### src/hdl/gtlw_pkg.sv
// ----------------------------------------------------------------------------
// gtlw_pkg
// Shared types, constants and helper functions for the greedy line wrapper.
// ----------------------------------------------------------------------------
package gtlw_pkg;

  localparam int OFS_W      = 16;   // offset and length counter width
  localparam int OUT_W      = 16;   // width of offsets and lengths on the ports
  localparam int MAXW_W     = 12;   // max_line_width register width
  localparam int CP_W       = 21;   // decoded code point width
  localparam int CFG_IDX_W  = 1;
  localparam int CFG_DATA_W = 12;

  // Output queue: two results per item at most
  localparam int QDEPTH  = 4;
  localparam int QPTR_W  = $clog2(QDEPTH);
  localparam int QCNT_W  = $clog2(QDEPTH + 1);

  // Register indexes
  localparam logic [CFG_IDX_W-1:0] REG_WRAP_MODE = 1'd0;
  localparam logic [CFG_IDX_W-1:0] REG_MAX_WIDTH = 1'd1;

  // Wrap modes
  localparam logic MODE_WORD = 1'b0;
  localparam logic MODE_CHAR = 1'b1;

  localparam logic [MAXW_W-1:0] MAX_WIDTH_RST = 12'd50;

  typedef struct packed {
    logic             line_valid;
    logic [OFS_W-1:0] line_start;
    logic [OFS_W-1:0] line_end;
    logic [OFS_W-1:0] line_bytes;
    logic             cjk_seen;
    logic             last_line;
  } result_t;

  function automatic logic is_space(input logic [7:0] b);
    return (b == 8'h20) || ((b >= 8'h09) && (b <= 8'h0D));
  endfunction

  function automatic logic is_cjk(input logic [CP_W-1:0] cp);
    return ((cp >= 21'h04E00) && (cp <= 21'h09FFF)) ||
           ((cp >= 21'h03400) && (cp <= 21'h04DBF)) ||
           ((cp >= 21'h20000) && (cp <= 21'h2EBEF)) ||
           ((cp >= 21'h0F900) && (cp <= 21'h0FAFF)) ||
           ((cp >= 21'h2F800) && (cp <= 21'h2FA1F)) ||
           ((cp >= 21'h03040) && (cp <= 21'h0309F)) ||
           ((cp >= 21'h030A0) && (cp <= 21'h030FF)) ||
           ((cp >= 21'h0AC00) && (cp <= 21'h0D7AF));
  endfunction

  function automatic logic [OFS_W-1:0] sat_inc(input logic [OFS_W-1:0] x);
    return (x == {OFS_W{1'b1}}) ? x : x + OFS_W'(1);
  endfunction

endpackage

### src/hdl/greedy_text_line_wrapper.sv
// A finished line is queued when its item is taken and is offered on out_* once at the queue head.
// Throughput: one byte per cycle while in_stall is low; an item that ends a line and the text
// pushes two results, which drain one per cycle while out_stall is low from a four-entry output
// queue, and in_stall rises while fewer than two queue entries are free.
// Reset (rst_n low, synchronous): all text state cleared, queue emptied, wrap_mode = word,
// max_line_width = 50. End of text also clears the text state, cjk flag included.
// ----------------------------------------------------------------------------
// greedy_text_line_wrapper
// Greedy word/character line wrapper over a UTF-8 byte stream.
// ----------------------------------------------------------------------------
module greedy_text_line_wrapper (
  input  logic                             clk,
  input  logic                             rst_n,
  // configuration
  input  logic                             cfg_we,
  input  logic [gtlw_pkg::CFG_IDX_W-1:0]   cfg_index,
  input  logic [gtlw_pkg::CFG_DATA_W-1:0]  cfg_wdata,
  // input bytes
  input  logic                             in_valid,
  output logic                             in_stall,
  input  logic [7:0]                       in_text_byte,
  input  logic                             in_end_of_text,
  // finished lines
  output logic                             out_valid,
  input  logic                             out_stall,
  output logic                             out_line_valid,
  output logic [gtlw_pkg::OUT_W-1:0]       out_line_start,
  output logic [gtlw_pkg::OUT_W-1:0]       out_line_end,
  output logic [gtlw_pkg::OUT_W-1:0]       out_line_bytes,
  output logic                             out_cjk_seen,
  output logic                             out_last_line
);
  import gtlw_pkg::*;

  // configuration
  logic              wrap_mode_r;
  logic [MAXW_W-1:0] max_width_r;

  // text state
  logic [OFS_W-1:0] byte_offset_r,    byte_offset_nxt;
  logic [OFS_W-1:0] cur_line_len_r,   cur_line_len_nxt;
  logic [OFS_W-1:0] cur_line_start_r, cur_line_start_nxt;
  logic [OFS_W-1:0] cur_line_end_r,   cur_line_end_nxt;
  logic [OFS_W-1:0] word_len_r,       word_len_nxt;
  logic [OFS_W-1:0] word_start_r,     word_start_nxt;
  logic             in_word_r,        in_word_nxt;
  logic [1:0]       char_left_r,      char_left_nxt;
  logic [2:0]       char_length_r,    char_length_nxt;
  logic [OFS_W-1:0] char_start_r,     char_start_nxt;
  logic [CP_W-1:0]  code_point_r,     code_point_nxt;
  logic             cjk_flag_r,       cjk_flag_nxt;

  // output queue
  result_t           q_mem_r [QDEPTH];
  logic [QPTR_W-1:0] q_wr_r, q_wr_nxt;
  logic [QPTR_W-1:0] q_rd_r, q_rd_nxt;
  logic [QCNT_W-1:0] q_cnt_r, q_cnt_nxt;

  logic in_acc, out_acc;
  logic [OFS_W-1:0] ofs, ofs1;
  logic eot;

  // word path
  logic             word_mode, sp, w_in, w_commit;
  logic [OFS_W-1:0] w_start, w_len_base, w_len, w_end;

  // character path
  logic             lead, c_done, c_commit, flag_new;
  logic [2:0]       dec_len, c_len, c_n;
  logic [CP_W-1:0]  dec_cp, c_cp;
  logic [1:0]       c_left;
  logic [OFS_W-1:0] c_start;

  // line assembly
  logic             p_go, p_sep, line_empty, p_fits, p_emit;
  logic [OFS_W-1:0] p_s, p_e, p_n;
  logic [OFS_W:0]   p_sum;
  logic [OFS_W-1:0] ln_start_a, ln_end_a, ln_len_a;
  result_t          res_line, res_eot;
  logic [1:0]       push_n;

  assign in_stall  = (q_cnt_r > QCNT_W'(QDEPTH - 2));
  assign in_acc    = in_valid & ~in_stall;
  assign out_valid = (q_cnt_r != '0);
  assign out_acc   = out_valid & ~out_stall;

  assign ofs  = byte_offset_r;
  assign ofs1 = byte_offset_r + OFS_W'(1);
  assign eot  = in_end_of_text;

  // ---- word machine ----
  assign word_mode  = (wrap_mode_r == MODE_WORD);
  assign sp         = is_space(in_text_byte);
  assign w_in       = in_word_r | ~sp;
  assign w_start    = in_word_r ? word_start_r : ofs;
  assign w_len_base = in_word_r ? word_len_r : '0;
  assign w_len      = sp ? w_len_base : sat_inc(w_len_base);
  assign w_commit   = word_mode & w_in & (sp | eot);
  assign w_end      = sp ? ofs : ofs1;

  // ---- UTF-8 character machine ----
  always_comb begin
    priority if (in_text_byte[7] == 1'b0) begin
      dec_len = 3'd1; dec_cp = CP_W'(in_text_byte);
    end else if ((in_text_byte & 8'hE0) == 8'hC0) begin
      dec_len = 3'd2; dec_cp = CP_W'(in_text_byte & 8'h1F);
    end else if ((in_text_byte & 8'hF0) == 8'hE0) begin
      dec_len = 3'd3; dec_cp = CP_W'(in_text_byte & 8'h0F);
    end else if ((in_text_byte & 8'hF8) == 8'hF0) begin
      dec_len = 3'd4; dec_cp = CP_W'(in_text_byte & 8'h07);
    end else begin
      // stray continuation or invalid lead: one-byte character
      dec_len = 3'd1; dec_cp = CP_W'(in_text_byte);
    end
  end

  assign lead     = (char_left_r == 2'd0);
  assign c_len    = lead ? dec_len : char_length_r;
  assign c_start  = lead ? ofs : char_start_r;
  assign c_cp     = lead ? dec_cp : {code_point_r[CP_W-7:0], in_text_byte[5:0]};
  assign c_left   = lead ? 2'(dec_len - 3'd1) : char_left_r - 2'd1;
  assign c_done   = (c_left == 2'd0);
  assign flag_new = cjk_flag_r | (c_done & is_cjk(c_cp));
  assign c_commit = ~word_mode & (c_done | eot);
  // truncated final character keeps only the bytes received
  assign c_n      = c_done ? c_len : c_len - {1'b0, c_left};

  // ---- line assembly: at most one piece per item ----
  assign p_go  = w_commit | c_commit;
  assign p_sep = w_commit;
  assign p_s   = w_commit ? w_start : c_start;
  assign p_e   = w_commit ? w_end : ofs1;
  assign p_n   = w_commit ? w_len : OFS_W'(c_n);
  assign p_sum = {1'b0, cur_line_len_r} + (OFS_W+1)'(p_sep) + {1'b0, p_n};

  assign line_empty = (cur_line_len_r == '0);
  assign p_fits     = (p_sum <= (OFS_W+1)'(max_width_r));
  assign p_emit     = p_go & ~line_empty & ~p_fits;

  always_comb begin
    ln_start_a = cur_line_start_r;
    ln_end_a   = cur_line_end_r;
    ln_len_a   = cur_line_len_r;
    if (p_go) begin
      if (line_empty || !p_fits) begin
        ln_start_a = p_s;
        ln_end_a   = p_e;
        ln_len_a   = p_n;
      end else begin
        ln_end_a = p_e;
        ln_len_a = p_sum[OFS_W-1:0];
      end
    end
  end

  always_comb begin
    res_line.line_valid = 1'b1;
    res_line.line_start = cur_line_start_r;
    res_line.line_end   = cur_line_end_r;
    res_line.line_bytes = cur_line_len_r;
    // the word break is seen before this byte is decoded
    res_line.cjk_seen   = w_commit ? cjk_flag_r : flag_new;
    res_line.last_line  = 1'b0;

    res_eot.line_valid  = (ln_len_a != '0);
    res_eot.line_start  = res_eot.line_valid ? ln_start_a : '0;
    res_eot.line_end    = res_eot.line_valid ? ln_end_a : '0;
    res_eot.line_bytes  = ln_len_a;
    res_eot.cjk_seen    = flag_new;
    res_eot.last_line   = 1'b1;
  end

  assign push_n = in_acc ? (2'(p_emit) + 2'(eot)) : 2'd0;

  // ---- next state ----
  always_comb begin
    byte_offset_nxt    = byte_offset_r;
    cur_line_len_nxt   = cur_line_len_r;
    cur_line_start_nxt = cur_line_start_r;
    cur_line_end_nxt   = cur_line_end_r;
    word_len_nxt       = word_len_r;
    word_start_nxt     = word_start_r;
    in_word_nxt        = in_word_r;
    char_left_nxt      = char_left_r;
    char_length_nxt    = char_length_r;
    char_start_nxt     = char_start_r;
    code_point_nxt     = code_point_r;
    cjk_flag_nxt       = cjk_flag_r;
    if (in_acc) begin
      if (eot) begin
        byte_offset_nxt    = '0;
        cur_line_len_nxt   = '0;
        cur_line_start_nxt = '0;
        cur_line_end_nxt   = '0;
        word_len_nxt       = '0;
        word_start_nxt     = '0;
        in_word_nxt        = 1'b0;
        char_left_nxt      = '0;
        char_length_nxt    = '0;
        char_start_nxt     = '0;
        code_point_nxt     = '0;
        cjk_flag_nxt       = 1'b0;
      end else begin
        byte_offset_nxt    = ofs1;
        cur_line_len_nxt   = ln_len_a;
        cur_line_start_nxt = ln_start_a;
        cur_line_end_nxt   = ln_end_a;
        if (word_mode) begin
          if (!in_word_r && !sp) begin
            word_start_nxt = ofs;
          end
          in_word_nxt  = w_in & ~w_commit;
          word_len_nxt = (w_in & ~w_commit) ? w_len : '0;
        end else begin
          in_word_nxt  = 1'b0;
          word_len_nxt = '0;
        end
        char_left_nxt   = c_left;
        char_length_nxt = c_len;
        char_start_nxt  = c_start;
        code_point_nxt  = c_cp;
        cjk_flag_nxt    = flag_new;
      end
    end
  end

  assign q_wr_nxt  = q_wr_r + QPTR_W'(push_n);
  assign q_rd_nxt  = q_rd_r + QPTR_W'(out_acc);
  assign q_cnt_nxt = q_cnt_r + QCNT_W'(push_n) - QCNT_W'(out_acc);

  always_ff @(posedge clk) begin
    if (!rst_n) begin
      wrap_mode_r      <= MODE_WORD;
      max_width_r      <= MAX_WIDTH_RST;
      byte_offset_r    <= '0;
      cur_line_len_r   <= '0;
      cur_line_start_r <= '0;
      cur_line_end_r   <= '0;
      word_len_r       <= '0;
      word_start_r     <= '0;
      in_word_r        <= 1'b0;
      char_left_r      <= '0;
      char_length_r    <= '0;
      char_start_r     <= '0;
      code_point_r     <= '0;
      cjk_flag_r       <= 1'b0;
      q_wr_r           <= '0;
      q_rd_r           <= '0;
      q_cnt_r          <= '0;
    end else begin
      if (cfg_we) begin
        unique case (cfg_index)
          REG_WRAP_MODE: wrap_mode_r <= cfg_wdata[0];
          REG_MAX_WIDTH: max_width_r <= cfg_wdata[MAXW_W-1:0];
          default: ;
        endcase
      end
      byte_offset_r    <= byte_offset_nxt;
      cur_line_len_r   <= cur_line_len_nxt;
      cur_line_start_r <= cur_line_start_nxt;
      cur_line_end_r   <= cur_line_end_nxt;
      word_len_r       <= word_len_nxt;
      word_start_r     <= word_start_nxt;
      in_word_r        <= in_word_nxt;
      char_left_r      <= char_left_nxt;
      char_length_r    <= char_length_nxt;
      char_start_r     <= char_start_nxt;
      code_point_r     <= code_point_nxt;
      cjk_flag_r       <= cjk_flag_nxt;
      q_wr_r           <= q_wr_nxt;
      q_rd_r           <= q_rd_nxt;
      q_cnt_r          <= q_cnt_nxt;
    end
  end

  // queue payload, no reset
  always_ff @(posedge clk) begin
    if (in_acc) begin
      if (p_emit) begin
        q_mem_r[q_wr_r] <= res_line;
        if (eot) begin
          q_mem_r[q_wr_r + QPTR_W'(1)] <= res_eot;
        end
      end else if (eot) begin
        q_mem_r[q_wr_r] <= res_eot;
      end
    end
  end

  assign out_line_valid = q_mem_r[q_rd_r].line_valid;
  assign out_line_start = OUT_W'(q_mem_r[q_rd_r].line_start);
  assign out_line_end   = OUT_W'(q_mem_r[q_rd_r].line_end);
  assign out_line_bytes = OUT_W'(q_mem_r[q_rd_r].line_bytes);
  assign out_cjk_seen   = q_mem_r[q_rd_r].cjk_seen;
  assign out_last_line  = q_mem_r[q_rd_r].last_line;

  // ---- assertions ----
  a_q_bound: assert property (@(posedge clk) disable iff (!rst_n)
    q_cnt_r <= QCNT_W'(QDEPTH))
    else $error("output queue count out of range");

  a_q_room: assert property (@(posedge clk) disable iff (!rst_n)
    in_acc |-> (q_cnt_r <= QCNT_W'(QDEPTH - 2)))
    else $error("item taken without room for two results");

  a_eot_clear: assert property (@(posedge clk) disable iff (!rst_n)
    (in_acc && in_end_of_text) |=> (byte_offset_r == '0 && cur_line_len_r == '0 &&
                                    !cjk_flag_r && char_left_r == 2'd0))
    else $error("text state not cleared after end of text");

  a_char_len: assert property (@(posedge clk) disable iff (!rst_n)
    (char_left_r != 2'd0) |-> (char_length_r > {1'b0, char_left_r}))
    else $error("pending character bytes exceed its length");

  a_char_mode_word: assert property (@(posedge clk) disable iff (!rst_n)
    (in_acc && wrap_mode_r == MODE_CHAR) |=> !in_word_r)
    else $error("word in progress in character mode");

endmodule
### config.mk
export PLATFORM = sky130hd
export DESIGN_NAME = greedy_text_line_wrapper
export DESIGN_NICKNAME = d
export VERILOG_FILES = /design/src/hdl/gtlw_pkg.sv /design/src/hdl/greedy_text_line_wrapper.sv
export SDC_FILE = /design/constraint.sdc
export NUM_CORES = 1
export LEC_CHECK = 0
export ABC_CLOCK_PERIOD_IN_PS = 23200
export BUFFER_PORTS_ARGS = -buffer_cell sky130_fd_sc_hd__buf_2
export CAP_MARGIN = 15
export CELL_PAD_IN_SITES_DETAIL_PLACEMENT = 0
export CELL_PAD_IN_SITES_GLOBAL_PLACEMENT = 2
export CORE_MARGIN = 8
export CORE_UTILIZATION = 43
export DETAILED_ROUTE_END_ITERATION = 7
export PLACE_DENSITY_LB_ADDON = 0.25
export SYNTH_ARGS = -nofsm -noshare
export SYNTH_HDL_FRONTEND = slang
export SYNTH_SLANG_ARGS = --single-unit
export TNS_END_PERCENT = 50
### constraint.sdc
create_clock -name clk -period 23.2 [get_ports clk]
set_input_delay 1.16 -clock clk [delete_from_list [all_inputs] [get_ports clk]]
set_output_delay 1.16 -clock clk [all_outputs]
set_load 0.005 [all_outputs]
==> qor.yml, run 1 <==
status: "finished, final reports clean"
dpl_worst_slack_ps: 12790
worstHoldPathCells: 2
syn-num-nets: 2226
initial_core_util: 0.4340
postRouteAntennaNets: 0
setup_viol: 0
cts_hold_buffers: 0
finalMaxSlewViolations: 0
whs_ps: 448.4
cts_buffer_depth: 3
cts_root_buf: "clkbuf_16"
io-pin-count: 80
min_period_ps: 9917
cts_buffers: 42
routed_wl_um: 61680
clkTransAtPathRegs_ps: 60
htreeDepth: 2
viasPerCell: 5.938
synth.distinct_cells: 73
worstSetupEndpointType: "flip-flop"
worstPathRequired_ps: 23490
io_buffers: 79
grt_pass1_wl_um: 95770
dieWidth_um: 229.5
p_leak_nw: 7.317
setup_ws_ps: 13280
postCtsSetupRepairBufs: 0
start_kind: "primary input"
worstPathMaxFanout: 92
crit_arrival_ps: 10200
timing.final.crit_share: 0.4274
dp_hpwl_um: 37950
avgRoutedWirePerCell_um: 22.19
num-nets-final: 2213
worst_r2r_endpoint: "q_mem_r[3][37]"
rsz0062_at_grt: "false"
post_cts_resized: 0
peakVddDrop_mv: 0.05271
grt_antenna_before_repair: 3
drive_gt1_frac: 0.1253
cts.sinks: 358
max_clock_freq_mhz: 100.8
yosysWarnings: 0
grt_pass1_vias: 16010
hold_viol: 0
std_cell_rows: 78
fin_skew_ps: 22.19
seq_area_frac_synth: 0.4676
cts_tree: "built"
syn_inst: 2157
tightest_slew_ps: 1081
dr.pass1.iters: 7
synthFlopType: "edfxtp_1"
die_y_um: 229.5
synth_top_area_frac: 0.3063
drt_iter0_drc: 1567
gp_congestion: 0.8802
grt_max_degree: 93
synth_edf_count: 200
synth_most_common_cell: "nand2_1"
yosys.area.top_type: "edfxtp_1"
ys_ff_latch: 358
post-route-drc-count: 0
netlist_top_cells_count: "nand2_1 (436), nor2_1 (206), edfxtp_1 (200), dfxtp_1 (158), o21ai_0 (141)"
grt.total_usage: 0.2293
r2r-start: "in_word_r"
relSlewSlack: 0.2769
path_class: "in -> reg"
r2r_cells: 29
p_per_area_mw_per_mm2: 82.48
syn2layout_area_growth_pct: 11.55
r2r_slack_ps: 13520
hp-start: "code_point_r[13]"
synth_area_leaders: "edfxtp_1 (31%), dfxtp_1 (16%), nand2_1 (8.3%)"
finalCoreUtilization: 0.4841
syn_avg_cell_area_um2: 9.091
hold_path.class: "reg -> reg"
cap_viol_max_count: 0
core_mm2: 0.04519
async_flop_share: 0
dieArea_mm2: 0.05269
worstSkewPairLatency_ps: 580
holdPathEnd: "code_point_r[13]"
synth_area_mm2: 0.01961
fin_tns_setup_ps: 0
routed-via-count: 16500
grt-ovfl-total: 0
[worst max path at each step]
stage                          from        endpoint  slack (ps)  cells after the start
floorplan           in_text_byte[3]  q_mem_r[2][50]       12650                     31
finish              in_text_byte[5]  q_mem_r[3][37]       13280                     27
CTS                 in_text_byte[5]  q_mem_r[3][37]       13420                     27
global placement    in_text_byte[5]  q_mem_r[3][37]       12940                     27
global route        in_text_byte[5]  q_mem_r[3][37]       12610                     27
detailed placement  in_text_byte[5]  q_mem_r[3][37]       12790                     27
[cells by family (layout without fill, tap and decap cells)]
logic type               after synthesis  in the layout  share of synthesized area
AND/OR/NAND/NOR                      823            823                     0.1807
AO/OA/AOI/OAI                        589            589                     0.1847
flip-flops                           358            358                     0.4676
buffers and inverters                227            248                    0.04773
multiplexers                          78             78                    0.07312
adder cells (fa/ha/maj)               42             42                    0.02833
XOR/XNOR                              40             40                    0.01787
other                                  0              1                          0
[area by class of cell]
type	instances	area, um^2
clock inverters	16	219.0
repair buffers	113	650.6
clock buffers	62	1221
multi-input cells	1572	9637
fillers	4247	23310
diodes	1	2.502
inverters	57	216.5
well taps	600	750.7
flip-flops and latches	358	9176
[critical path, cell delays in order]
cell	delay, ps
buf_2	180
and3b_1	200
o21ai_1	200
and2_1	410
mux2i_1	230
or2_1	500
mux2i_1	220
fa_1	440
fa_1	410
a21o_1	200
a221o_1	370
a31o_1	250
xor2_1	160
ha_1	320
nand2_1	50
or3_1	360
o32ai_1	300
a31oi_1	90
a211oi_1	230
nand4_1	790
nor3b_1	450
a211oi_2	400
or4b_1	530
nor3_4	190
buf_4	410
buf_4	820
o21ai_0	200
[stage by stage]
stage                     instance area [um^2]  power (mW)  instances
after floorplan                          19610      0.9909       2157
after global placement                   20430       1.131       2700
after detailed placement                 20430       1.134       2700
after CTS                                21870       1.823       2778
after global routing                     21870       1.878       2779
final                                    21870       1.804       2779
[power breakdown]
group	leakage, nW	switching (mW)	internal [mW]
logic	3.48	0.260	0.135
registers	3.13	0.0289	0.693
clock network	0.706	0.274	0.412
total	7.32	0.563	1.24
[cells in the final DEF, fill, tap and decap left out, drive strengths merged, types with 7 or more instances in the layout]
cell type,Yosys,routed
a21oi,98,98
a22o,20,20
a22oi,93,93
a31oi,7,7
and2,18,18
and3,17,17
buf,35,113
clkbuf,135,62
clkinv,0,10
dfxtp,158,158
edfxtp,200,200
ha,38,38
inv,57,59
mux2,12,12
mux2i,15,15
mux4,51,51
nand2,436,436
nand2b,12,12
nand3,28,28
nand3b,10,10
nand4,20,20
nor2,206,206
nor3,26,26
nor4,9,9
o211ai,23,23
o21ai,262,262
o22a,16,16
or3,8,8
xnor2,14,14
xor2,26,26
[routing by layer]
| layer | global-route usage | wire length (um) | part of all wire |
|---|---|---|---|
| met5 | 0 | 27 | 0.00044 |
| met4 | 0.08109 | 1852 | 0.030 |
| met3 | 0.03918 | 4075 | 0.066 |
| met2 | 0.3681 | 28680 | 0.47 |
| met1 | 0.3092 | 27040 | 0.44 |
[sequential cells by signal, summed over array words and instances (netlist names), 12 cells and up]
name              flops
cur_line_len_r       16
max_width_r          12
char_start_r         16
q_mem_r             204
cur_line_end_r       16
word_start_r         16
cur_line_start_r     16
code_point_r         15
byte_offset_r        16
word_len_r           16
No activity file was read; power rests on OpenSTA's default activity.
==> inputs of run 2 (changes only) <==
- ABC_AREA: unset -> 1
- ABC_CLOCK_PERIOD_IN_PS: 23200 -> 7940
- CORE_UTILIZATION: 43 -> 33
- clock period: 23.2 -> 7.94 ns (I/O delays scaled with it)
==> qor.yml, run 2 <==
r2r_cells: 37
core_mm2: 0.06285
status: "finished, final reports clean"
rsz0062_at_grt: "false"
tightest_slew_ps: 1156
finalMaxSlewViolations: 0
hold_viol: 0
switching_share: 0.4071
p_switching_mw: 2.704
layout_commonest_cell: "nand2_1"
r2r-start: "in_word_r"
htreeDepth: 2
io-pin-count: 80
peakVddDrop_mv: 0.2836
final_cell_mix: "nand2_1 (966), inv_1 (236), o21ai_0 (233), nor2_1 (207), edfxtp_1 (200)"
synth-xor-area-share: 0.01467
worstPathRequired_ps: 8260
largest_reg_flops: 204
routed_wl_um: 71590
synth_edf_count: 200
largest-register: "q_mem_r"
grt_pass1_wl_um: 110600
grt-ovfl-total: 0
initial_core_util: 0.3324
worst_r2r_endpoint: "q_mem_r[3][34]"
syn_avg_cell_area_um2: 7.323
p_leak_nw: 9.867
path_class: "reg -> reg"
post_cts_resized: 0
min_period_ps: 7139
worstPathMaxFanout: 30
dieWidth_um: 267.6
seq_area_frac_synth: 0.4389
postRouteAntennaNets: 0
fin_skew_ps: 28.38
yosys.area.top_type: "edfxtp_1"
avgRoutedWirePerCell_um: 19.12
worstSetupEndpointType: "flip-flop"
clkTransAtPathRegs_ps: 60
grt_pass1_vias: 18520
worstSkewPairLatency_ps: 590
cap_viol_max_count: 0
relSlewSlack: 0.2295
synth_top_area_frac: 0.2875
num-nets-final: 2931
cp.depth: 37
critical_path.endpoint: "q_mem_r[3][34]"
grt_max_degree: 90
fill_cells: 6568
synth_most_common_cell: "nand2_1"
syn2layout_area_growth_pct: 12.80
die_y_um: 267.6
drive_gt1_frac: 0.1011
synthFlopType: "edfxtp_1"
viasPerCell: 5.096
pwr-share-comb: 0.364
post-route-drc-count: 0
grt_antenna_before_repair: 6
hold_path.class: "in -> reg"
cts_hold_buffers: 0
netlist_top_cells_count: "nand2_1 (970), inv_1 (239), o21ai_0 (233), nor2_1 (213), edfxtp_1 (200)"
syn-num-nets: 2922
gp_congestion: 0.8552
std_cell_rows: 92
synth.distinct_cells: 54
synth_top_family_by_area: "simple AND/OR/NAND/NOR gates"
p_seq_frac: 0.324
cp_slowest_cell: "dfxtp_2"
p_int_mw: 3.938
setup_viol: 0
start_kind: "flip-flop"
drt_iter0_drc: 1357
async_flop_share: 0
synthAdderAreaFrac: 0.02659
diodes: 0
pwr-share-clk: 0.312
slowest_delay_ps: 580
grt.total_usage: 0.1971
synth_area_mm2: 0.02089
synth_area_leaders: "edfxtp_1 (29%), nand2_1 (17%), dfxtp_1 (15%)"
cts_buffer_depth: 3
crit_start: "in_word_r"
routed-via-count: 19080
ys_ff_latch: 358
synth_compound_area_frac: 0.1560
cts.sinks: 358
path_common_cell: "nand2_1"
dp_hpwl_um: 44340
cts_root_buf: "clkbuf_16"
cts_buffers: 45
yosys.area_share.simple: 0.2829
postCtsSetupRepairBufs: 0
p_total_mw: 6.642
io_buffers: 79
timing.final.crit_share: 0.8992
syn_inst: 2853
dr.pass1.iters: 5
r2r_slack_ps: 800
yosysWarnings: 0
muxShareOfSynthArea: 0
cts_tree: "built"
crit_arrival_ps: 7460
max_clock_freq_mhz: 140.1
p_per_area_mw_per_mm2: 281.8
dieArea_mm2: 0.07162
path_delay_family: "simple AND/OR/NAND/NOR gates"
critPathBufInv: 4
fin_tns_setup_ps: 0
run 2: cell types whose count changed in the layout (fill, tap and decap cells not counted), moves of 18 or more:
cell | before | now
a21oi_1 | 95 | 167
a22o_1 | 20 | 1
a22oi_1 | 93 | 8
and2_1 | 18 | 0
inv_1 | 54 | 236
inv_2 | 2 | 21
mux4_2 | 51 | 0
nand2_1 | 435 | 966
nand3_1 | 28 | 96
nor2_4 | 3 | 34
o21ai_0 | 136 | 233
o21ai_1 | 121 | 11
o22ai_1 | 0 | 111
run 2: cells by family after synthesis:
family                     after synthesis
adders and majority gates               42
and+or+nand+nor                       1408
xor gates and xnor gates                35
AOI/OAI and AO/OA                      587
buffers and inverters                  423
DFF                                    358
run 2: power groups by stage:
| stage | clock network [mW] | logic, mW | registers [mW] |
|---|---|---|---|
| after floorplan | 0 | 1.73 | 2.14 |
| after global placement | 0 | 2.41 | 2.19 |
| after detailed placement | 0 | 2.44 | 2.19 |
| after CTS | 2.13 | 2.45 | 2.15 |
| after global routing | 2.20 | 2.66 | 2.17 |
| final | 2.07 | 2.42 | 2.15 |
run 2: metal layers:
layer  track usage  part of all wire  vias up
met5             0                 0        -
met4       0.06040             0.025        0
met3       0.02864             0.059      104
met2        0.3232              0.46      523
met1        0.2668              0.46     8991
li1              -                 -     9460
run 2: stage by stage:
stage	util	std cells	hold slack, ps	worst slack [ps]	instance area (um^2)
finish	0.3750	3744	59.98	800.7	23570
global route	0.3750	3744	56.63	132.1	23570
CTS	0.3750	3744	21.12	786.0	23570
detailed placement	0.3513	3661	454.4	658.6	22080
global placement	0.3513	3661	449.0	678.7	22080
floorplan	-	2853	435.3	888.6	20890
run 2: worst min-delay path: cells and delay by family:
kind / cells / cell delay (ps)
buffers and inverters: 1 / 90
AOI/OAI and AO/OA: 1 / 70
and+or+nand+nor: 1 / 50
run 2: how the worst min path moves through the flow:
stage                                start          endpoint  slack (ps)  depth (start not counted)
final                         cfg_wdata[4]    max_width_r[4]          60                          3
after global routing          cfg_wdata[4]    max_width_r[4]          60                          3
after CTS                     cfg_wdata[5]    max_width_r[5]          20                          3
after detailed placement  word_start_r[11]  word_start_r[11]         450                          2
after global placement    word_start_r[10]  word_start_r[10]         450                          2
after floorplan            max_width_r[10]   max_width_r[10]         440                          2
run 2: cell type report:
type / count / area, um^2 / area share
clock buffer: 60 / 1212 / 0.05144
timing repair buffer: 121 / 748.2 / 0.03175
inverter: 264 / 998.5 / 0.04237
sequential: 358 / 9171 / 0.3891
clock inverter: 23 / 277.8 / 0.01179
tap: 846 / 1059 / 0.04491
multi-input combinational: 2072 / 10100 / 0.4286
